==> src/rtl/core/assert_macros.svh <==
// Assertion helpers shared by the RTL. They compile to nothing under SYNTHESIS.
`ifndef ASSERT_MACROS_SVH
`define ASSERT_MACROS_SVH
`ifndef SYNTHESIS
// Checked at every rising clock edge outside reset.
`define ASSERT_CLK(lbl, clk, rst, prop, msg) \
  lbl: assert property (@(posedge clk) disable iff (rst) prop) else $error(msg);
// Checked at every rising clock edge, reset included.
`define ASSERT_ALWAYS(lbl, clk, prop, msg) \
  lbl: assert property (@(posedge clk) prop) else $error(msg);
`else
`define ASSERT_CLK(lbl, clk, rst, prop, msg)
`define ASSERT_ALWAYS(lbl, clk, prop, msg)
`endif
`endif

==> src/rtl/core/rcsp_pkg.sv <==
`timescale 1ns / 1ps

package rcsp_pkg;

  localparam int NUM_CHANNELS = 7;
  localparam int CHAN_W       = 3;
  localparam int OUT_W        = 16;
  localparam int BUTTON_W     = 8;
  localparam int IDLE_W       = 32;

  localparam logic [7:0] CHAR_ZERO    = 8'h30;  // '0'
  localparam logic [7:0] CHAR_NINE    = 8'h39;  // '9'
  localparam logic [7:0] CHAR_MINUS   = 8'h2D;  // '-'
  localparam logic [7:0] CHAR_NEWLINE = 8'h0A;  // newline

  localparam logic [IDLE_W-1:0]  TIMEOUT_RESET = 32'd1000;
  localparam logic [CHAN_W-1:0]  NO_CHANNEL    = 3'd7;

  typedef struct packed {
    logic              kind;           // 1 = millisecond tick
    logic [7:0]        char_byte;
    logic [CHAN_W-1:0] query_channel;
    logic [7:0]        button_mask;
  } item_t;

  typedef struct packed {
    logic [OUT_W-1:0]    query_value;
    logic [BUTTON_W-1:0] masked_buttons;
    logic                timed_out;
    logic                channel_written;
    logic [CHAN_W-1:0]   written_channel;
    logic [OUT_W-1:0]    written_value;
  } result_t;

  typedef struct packed {
    logic              valid;
    logic [CHAN_W-1:0] idx;
  } chan_sel_t;

  // Channel letters: x y z u v w a.
  function automatic chan_sel_t channel_of(input logic [7:0] c);
    chan_sel_t sel;
    sel = '{valid: 1'b1, idx: '0};
    unique case (c)
      8'h78:   sel.idx = 3'd0;
      8'h79:   sel.idx = 3'd1;
      8'h7A:   sel.idx = 3'd2;
      8'h75:   sel.idx = 3'd3;
      8'h76:   sel.idx = 3'd4;
      8'h77:   sel.idx = 3'd5;
      8'h61:   sel.idx = 3'd6;
      default: sel.valid = 1'b0;
    endcase
    return sel;
  endfunction

  // Button letters: L R U D X Y A B, lowest bit first.
  function automatic logic [BUTTON_W-1:0] button_of(input logic [7:0] c);
    logic [BUTTON_W-1:0] b;
    b = '0;
    unique case (c)
      8'h4C:   b = 8'h01;
      8'h52:   b = 8'h02;
      8'h55:   b = 8'h04;
      8'h44:   b = 8'h08;
      8'h58:   b = 8'h10;
      8'h59:   b = 8'h20;
      8'h41:   b = 8'h40;
      8'h42:   b = 8'h80;
      default: b = '0;
    endcase
    return b;
  endfunction

endpackage

==> src/rtl/core/rcsp_parser.sv <==
`timescale 1ns / 1ps

module rcsp_parser #(
  parameter int VALUE_WIDTH = 16
) (
  input  logic                             clk,
  input  logic                             rst,
  input  logic                             step,
  input  rcsp_pkg::item_t                  item,
  input  logic [rcsp_pkg::IDLE_W-1:0]      timeout_ticks,
  output rcsp_pkg::result_t                result
);

  logic [VALUE_WIDTH-1:0]              acc, acc_next;
  logic                                neg, neg_next;
  logic [7:0]                          last_letter, last_letter_next;
  logic [rcsp_pkg::BUTTON_W-1:0]       pending, pending_next;
  logic [rcsp_pkg::BUTTON_W-1:0]       committed, committed_next;
  logic [rcsp_pkg::IDLE_W-1:0]         idle_count, idle_count_next;
  logic [VALUE_WIDTH-1:0]              store [rcsp_pkg::NUM_CHANNELS];

  logic                                is_digit, is_minus, is_term;
  logic [3:0]                          digit;
  logic [7:0]                          digit_full;
  logic [VALUE_WIDTH-1:0]              acc_mul;
  logic [VALUE_WIDTH-1:0]              field_value;
  logic [VALUE_WIDTH-1:0]              query_raw;
  logic [VALUE_WIDTH+rcsp_pkg::OUT_W-1:0] query_ext, written_ext;
  rcsp_pkg::chan_sel_t                 sel;
  logic                                do_write;

  assign digit_full = item.char_byte - rcsp_pkg::CHAR_ZERO;
  assign digit      = digit_full[3:0];
  assign is_digit   = !item.kind && (item.char_byte >= rcsp_pkg::CHAR_ZERO)
                      && (item.char_byte <= rcsp_pkg::CHAR_NINE);
  assign is_minus   = !item.kind && (item.char_byte == rcsp_pkg::CHAR_MINUS);
  assign is_term    = !item.kind && !is_digit && !is_minus;

  // Times ten as two shifted copies, wrapping at the value width.
  assign acc_mul = {acc[VALUE_WIDTH-4:0], 3'b000} + {acc[VALUE_WIDTH-2:0], 1'b0}
                   + VALUE_WIDTH'(digit);
  assign field_value = neg ? (VALUE_WIDTH'(0) - acc) : acc;
  assign sel         = rcsp_pkg::channel_of(last_letter);
  assign do_write    = is_term && sel.valid;

  always_comb begin
    acc_next         = acc;
    neg_next         = neg;
    last_letter_next = last_letter;
    pending_next     = pending;
    committed_next   = committed;
    if (item.kind) begin
      idle_count_next = (&idle_count) ? idle_count : idle_count + 1'b1;
    end else begin
      idle_count_next = '0;
    end
    if (is_digit) begin
      acc_next = acc_mul;
    end else if (is_minus) begin
      neg_next = 1'b1;
    end else if (is_term) begin
      acc_next         = '0;
      neg_next         = 1'b0;
      last_letter_next = item.char_byte;
      if (item.char_byte == rcsp_pkg::CHAR_NEWLINE) begin
        committed_next = pending;
        pending_next   = '0;
      end else begin
        pending_next = pending | rcsp_pkg::button_of(item.char_byte);
      end
    end
  end

  always_ff @(posedge clk) begin
    if (rst) begin
      acc         <= '0;
      neg         <= 1'b0;
      last_letter <= '0;
      pending     <= '0;
      committed   <= '0;
      idle_count  <= '0;
      for (int i = 0; i < rcsp_pkg::NUM_CHANNELS; i++) begin
        store[i] <= '0;
      end
    end else if (step) begin
      acc         <= acc_next;
      neg         <= neg_next;
      last_letter <= last_letter_next;
      pending     <= pending_next;
      committed   <= committed_next;
      idle_count  <= idle_count_next;
      for (int i = 0; i < rcsp_pkg::NUM_CHANNELS; i++) begin
        if (do_write && (sel.idx == rcsp_pkg::CHAN_W'(i))) begin
          store[i] <= field_value;
        end
      end
    end
  end

  // The query reports the store as it stands after this item, so a value
  // written now is forwarded.
  always_comb begin
    if (item.query_channel == rcsp_pkg::NO_CHANNEL) begin
      query_raw = '0;
    end else if (do_write && (sel.idx == item.query_channel)) begin
      query_raw = field_value;
    end else begin
      query_raw = store[item.query_channel];
    end
  end

  assign query_ext   = {{rcsp_pkg::OUT_W{1'b0}}, query_raw};
  assign written_ext = {{rcsp_pkg::OUT_W{1'b0}}, field_value};

  always_comb begin
    result.query_value     = query_ext[rcsp_pkg::OUT_W-1:0];
    result.masked_buttons  = committed_next & item.button_mask;
    result.timed_out       = idle_count_next > timeout_ticks;
    result.channel_written = do_write;
    result.written_channel = do_write ? sel.idx : '0;
    result.written_value   = do_write ? written_ext[rcsp_pkg::OUT_W-1:0] : '0;
  end

endmodule

==> src/rtl/core/remote_control_stream_parser.sv <==
`timescale 1ns / 1ps
`include "assert_macros.svh"

// Remote control stream parser. Each input item is either a received character
// or a millisecond tick (tuser high). Digits build a number, '-' marks it
// negative, and any other character stores the number into the channel named
// by the previous letter and, for a button letter, sets a pending button bit
// that the next newline commits. Every item yields exactly one result item with
// the queried channel value, the masked committed buttons, the timeout status
// and, when a channel was stored, its index and value (tuser high). The block
// takes one item per cycle when the receiver does not stall the output; each
// item passes the input register, then the parser update, then the result
// register. The timeout register resets to 1000 ticks; the user must write it
// with cfg_we while the block is idle, as the block itself does not enforce it.
module remote_control_stream_parser #(
  parameter int VALUE_WIDTH = 16
) (
  input  logic        clk,
  input  logic        rst,
  input  logic        cfg_we,
  input  logic [31:0] cfg_wdata,
  input  logic        s_axis_tvalid,
  output logic        s_axis_tready,
  // [7:0] char_byte, [10:8] query_channel, [18:11] button_mask, rest zero
  input  logic [23:0] s_axis_tdata,
  // [0] kind
  input  logic        s_axis_tuser,
  output logic        m_axis_tvalid,
  input  logic        m_axis_tready,
  // [15:0] query_value, [23:16] masked_buttons, [24] timed_out,
  // [27:25] written_channel, [43:28] written_value, rest zero
  output logic [47:0] m_axis_tdata,
  // [0] channel_written
  output logic        m_axis_tuser
);

  logic                             in_v, out_v, advance;
  rcsp_pkg::item_t                  item_q;
  rcsp_pkg::result_t                result, res_q;
  logic [rcsp_pkg::IDLE_W-1:0]      timeout_ticks;

  assign advance       = in_v && (!out_v || m_axis_tready);
  assign s_axis_tready = !in_v || advance;

  always_ff @(posedge clk) begin
    if (rst) begin
      timeout_ticks <= rcsp_pkg::TIMEOUT_RESET;
    end else if (cfg_we) begin
      timeout_ticks <= cfg_wdata;
    end
  end

  always_ff @(posedge clk) begin
    if (rst) begin
      in_v <= 1'b0;
    end else if (s_axis_tvalid && s_axis_tready) begin
      in_v <= 1'b1;
    end else if (advance) begin
      in_v <= 1'b0;
    end
  end

  always_ff @(posedge clk) begin
    if (s_axis_tvalid && s_axis_tready) begin
      item_q.kind          <= s_axis_tuser;
      item_q.char_byte     <= s_axis_tdata[7:0];
      item_q.query_channel <= s_axis_tdata[10:8];
      item_q.button_mask   <= s_axis_tdata[18:11];
    end
  end

  rcsp_parser #(
    .VALUE_WIDTH (VALUE_WIDTH)
  ) u_parser (
    .clk           (clk),
    .rst           (rst),
    .step          (advance),
    .item          (item_q),
    .timeout_ticks (timeout_ticks),
    .result        (result)
  );

  always_ff @(posedge clk) begin
    if (rst) begin
      out_v <= 1'b0;
    end else if (advance) begin
      out_v <= 1'b1;
    end else if (m_axis_tready) begin
      out_v <= 1'b0;
    end
  end

  always_ff @(posedge clk) begin
    if (advance) begin
      res_q <= result;
    end
  end

  assign m_axis_tvalid = out_v;
  assign m_axis_tuser  = res_q.channel_written;
  assign m_axis_tdata  = {4'b0000, res_q.written_value, res_q.written_channel,
                          res_q.timed_out, res_q.masked_buttons, res_q.query_value};

  `ASSERT_ALWAYS(a_ready_when_empty, clk, !in_v |-> s_axis_tready, "empty input stage not ready")
  `ASSERT_CLK(a_moves_to_empty_out, clk, rst, in_v && !out_v |=> out_v, "item did not advance")
  `ASSERT_CLK(a_no_write_fields_zero, clk, rst, out_v && !m_axis_tuser |-> m_axis_tdata[43:25] == 19'd0, "write fields set without a store")
  `ASSERT_CLK(a_write_channel_range, clk, rst, out_v && m_axis_tuser |-> m_axis_tdata[27:25] != 3'd7, "stored channel out of range")

endmodule

==> config.mk <==
export PLATFORM = sky130hd
export DESIGN_NAME = remote_control_stream_parser
export DESIGN_NICKNAME = d
export VERILOG_FILES = /design/src/rtl/core/rcsp_pkg.sv /design/src/rtl/core/rcsp_parser.sv /design/src/rtl/core/remote_control_stream_parser.sv
export VERILOG_INCLUDE_DIRS = /design/src /design/src/rtl/core
export SDC_FILE = /design/constraint.sdc
export NUM_CORES = 1
export LEC_CHECK = 0
export BUFFER_PORTS_ARGS = -buffer_cell sky130_fd_sc_hd__buf_2
export CAP_MARGIN = 10
export CORE_ASPECT_RATIO = 1.2
export CORE_MARGIN = 2
export CORE_UTILIZATION = 35
export DETAILED_ROUTE_END_ITERATION = 10
export HOLD_SLACK_MARGIN = 0.12
export SYNTH_ARGS = -nofsm -noshare
export SYNTH_HDL_FRONTEND = slang
export SYNTH_HIERARCHICAL = 1
export SYNTH_SLANG_ARGS = --single-unit
==> constraint.sdc <==
create_clock -name clk -period 3.7 [get_ports clk]
set_clock_uncertainty 0.2 [all_clocks]
set_input_delay 0 -clock clk [delete_from_list [all_inputs] [get_ports clk]]
set_output_delay 0 -clock clk [all_outputs]
set_load 0.01 [all_outputs]
==> results.json <==
{
  "status": "completed",
  "vias": 11500,
  "avgSynthCellArea_sq_um": 10.3,
  "drc": 0,
  "synth_most_common_cell": "nor2_1",
  "cts_made_buffers": 31,
  "ioPinCount": 113,
  "rows": 82,
  "track_usage_pct": 17.2,
  "grt_pass1_wl_mm": 60.6,
  "synth_commonest_cells": "260 x nor2_1, 177 x edfxtp_1, 107 x dfxtp_1",
  "maxSlewViolCount": 0,
  "yosysWarnings": 6,
  "hold_violations": 0,
  "layout.cells.non_filler": 2294,
  "dp_cells": 2068,
  "coreArea_sq_um": 41700,
  "end_kind": "flip-flop",
  "ys.flop_type": "edfxtp_1",
  "crit_family": "simple AND/OR/NAND/NOR gates",
  "dr.first_iter.drc_count": 591,
  "nNetsFinal": 1847,
  "die_h_microns": 229,
  "path_buf_inv": 2,
  "setup_viol": 0,
  "synth_area_sq_um": 14700,
  "viasPerCell": 5.03,
  "wl_per_cell_microns": 16.5,
  "p_per_area_nw_per_um2": 383,
  "cp_cell_sequence": "nand3_4 > buf_12 > nor4_4 > buf_4 > and4_2 > nor3_1 > xnor2_1 > nor2_1 > ha_1 > a211o_1 > a21oi_1 > o21ai_0 > o221ai_1 > a21oi_1 > nor3_1 > a21oi_1",
  "critical_path_class": "flip-flop to flip-flop",
  "min_period_over_period_pct": 94.9,
  "ctsRootBufferMaster": "clkbuf_16",
  "gp_congestion": 0.817,
  "slew_headroom_pct": 28.9,
  "dieArea_sq_um": 43800,
  "numPortBuffers": 103,
  "clkSlewWorstSetupHoldPaths_ns": 0.06,
  "drive_above_1_share_pct": 16.9,
  "timing.critical_path.mode_cell": "a21oi_1",
  "clk_path_buf_depth": 3,
  "worst_pin_slew_ns": 1.06,
  "cts_setup_buffers": 0,
  "synth-edff-count": 177,
  "placed_area_sq_um": 16100,
  "grt_remaining_overflow": 0,
  "startpoint_type": "flip-flop",
  "start_util_pct": 35.4,
  "dp_hpwl_mm": 23.8,
  "synth.distinct_cells": 78,
  "cts_tree": "done",
  "async_flop_share_pct": 0,
  "power_uw": 7210,
  "ys_seq_area_share_pct": 50.6,
  "die_w_microns": 191,
  "required_ns": 3.81,
  "p_leak_uw": 0.00748,
  "ant_nets": 0,
  "antenna_cells": 0,
  "clock_sinks": 284,
  "worstPathArrival_ns": 3.62,
  "drtPass1Iterations": 5,
  "area_growth_pct": 27.9,
  "period_minus_slack_ns": 3.51,
  "fmax_mhz": 285,
  "grt_max_degree": 82,
  "drv_cap": 0,
  "hp-class": "flip-flop to flip-flop",
  "routed_wl_mm": 37.8,
  "slowest_stage": "dfxtp_2",
  "postSynthCellCount": 1436,
  "grt_pass1_vias": 11900,
  "ys_top_cells_by_area": "edfxtp_1 36%, dfxtp_1 15%, nor2_1 6.6%",
  "synth_area_leader_cell": "edfxtp_1",
  "utilization_pct": 45.3,
  "ir_worst_vdd_mv": 0.397,
  "synth_top_area_share_pct": 36.1,
  "ys_ff_latch": 284,
  "cts-htree-levels": 1,
  "critPathMaxStageDelay_ns": 0.35,
  "antenna_found_initial": 0,
  "critPathMaxFanout": 3,
  "finish.instance_area_sq_um": 18900,
  "clk_latency_ns": 0.58
}
-- routing by layer --
metal  global-route usage, %  wire length [microns]
met2                    31.3                  19500
met1                    20.6                  15700
met4                    6.03                   1090
met5                       0                      0
met3                    2.09                   1480
-- worst register-to-register path, cell delays in order (launching register included) --
cell      delay [ns]
dfxtp_2         0.35
nand3_4         0.10
buf_12          0.14
nor4_4          0.31
buf_4           0.17
and4_2          0.26
nor3_1          0.10
xnor2_1         0.17
nor2_1          0.06
ha_1            0.33
a211o_1         0.31
a21oi_1         0.12
o21ai_0         0.10
o221ai_1        0.22
a21oi_1         0.09
nor3_1          0.18
a21oi_1         0.06
-- flip-flops by register name (all words and copies together) (netlist names) --
signal	flops
in_v	1
timeout_ticks	32
u_parser/committed	8
u_parser/neg	1
item_q	20
m_axis_tuser	1
u_parser/acc	16
u_parser/pending	8
u_parser/idle_count	32
m_axis_tvalid	1
u_parser/store	112
u_parser/last_letter	8
m_axis_tdata	44
-- cell families after synthesis --
kind of cell / count (synthesis) / share of synthesized area [%]
AND/OR/NAND/NOR: 559 / 18.4
flip-flops: 284 / 50.6
AO/OA/AOI/OAI: 211 / 9.13
buffers and inverters: 163 / 4.98
multiplexers: 100 / 8.15
adder cells (fa/ha/maj): 62 / 5.36
XOR/XNOR: 56 / 3.33
other: 1 / 0.0254
-- stage by stage --
| stage | setup TNS (ns) | worst slack [ns] | hold WS, ns |
|---|---|---|---|
| finish | 0 | 0.190 | 0.282 |
| global route | -0.00715 | -0.00715 | 0.329 |
| CTS | 0 | 0.0432 | 0.283 |
| floorplan | 0 | 0.167 | -0.101 |
| detailed placement | 0 | 0.0458 | -0.0219 |
| global placement | 0 | 0.0523 | -0.0215 |
-- report_power, final --
part / internal [uW] / leakage (uW) / switching [uW] / total, uW
registers: 3460 / 0.00266 / 53.4 / 3520
clock network: 1790 / 0.000488 / 1300 / 3100
logic: 304 / 0.00433 / 295 / 599
total: 5560 / 0.00748 / 1650 / 7210
-- what timing repair did --
item / CTS / global route
endpoints found under the hold margin: 105 / 0
resized for setup: 0 / 15
hold buffers: 168 / 0
endpoints found under the setup margin: 0 / 1
-- layout make-up --
class                           count  area (sq um)
Fill cell                        3937         22800
Sequential cell                   284          7460
Multi-Input combinational cell    992          6620
Timing Repair Buffer              351          2830
Clock buffer                       37           818
Tap cell                          546           683
Inverter                           63           236
Clock inverter                     21           206
-- cells in the final DEF (no fill, tap or decap), types with 8 or more instances in the layout --
cell type | synthesis | routed
a211oi_1 | 22 | 22
a21o_1 | 8 | 8
a21oi_1 | 57 | 57
a22o_1 | 8 | 8
a22oi_1 | 9 | 9
a31oi_1 | 9 | 9
and3_1 | 11 | 11
buf_2 | 21 | 102
buf_4 | 6 | 79
clkbuf_16 | 0 | 31
dfxtp_1 | 107 | 103
dlygate4sd3_1 | 0 | 168
edfxtp_1 | 177 | 177
ha_1 | 60 | 60
inv_1 | 62 | 62
mux2i_1 | 84 | 84
mux4_2 | 16 | 16
nand2_1 | 74 | 74
nand2b_1 | 20 | 20
nand3_1 | 29 | 29
nand4_1 | 19 | 19
nor2_1 | 260 | 259
nor2b_1 | 37 | 37
nor3_1 | 27 | 25
nor4_1 | 12 | 10
o21ai_0 | 56 | 56
or2_2 | 17 | 17
or3_1 | 11 | 11
xnor2_1 | 21 | 21
xor2_1 | 35 | 35
-- final timing paths --
path,slack [ns],to,startpoint,depth (start not counted)
worst min register to register,0.28,u_parser/last_letter[6],u_parser/last_letter[6],2
worst max-delay path,0.19,m_axis_tdata[24],u_parser/idle_count[4],16
worst max register to register,0.19,m_axis_tdata[24],u_parser/idle_count[4],16
worst min-delay path,0.28,u_parser/last_letter[6],u_parser/last_letter[6],2
(Power assumes the default switching activity.)
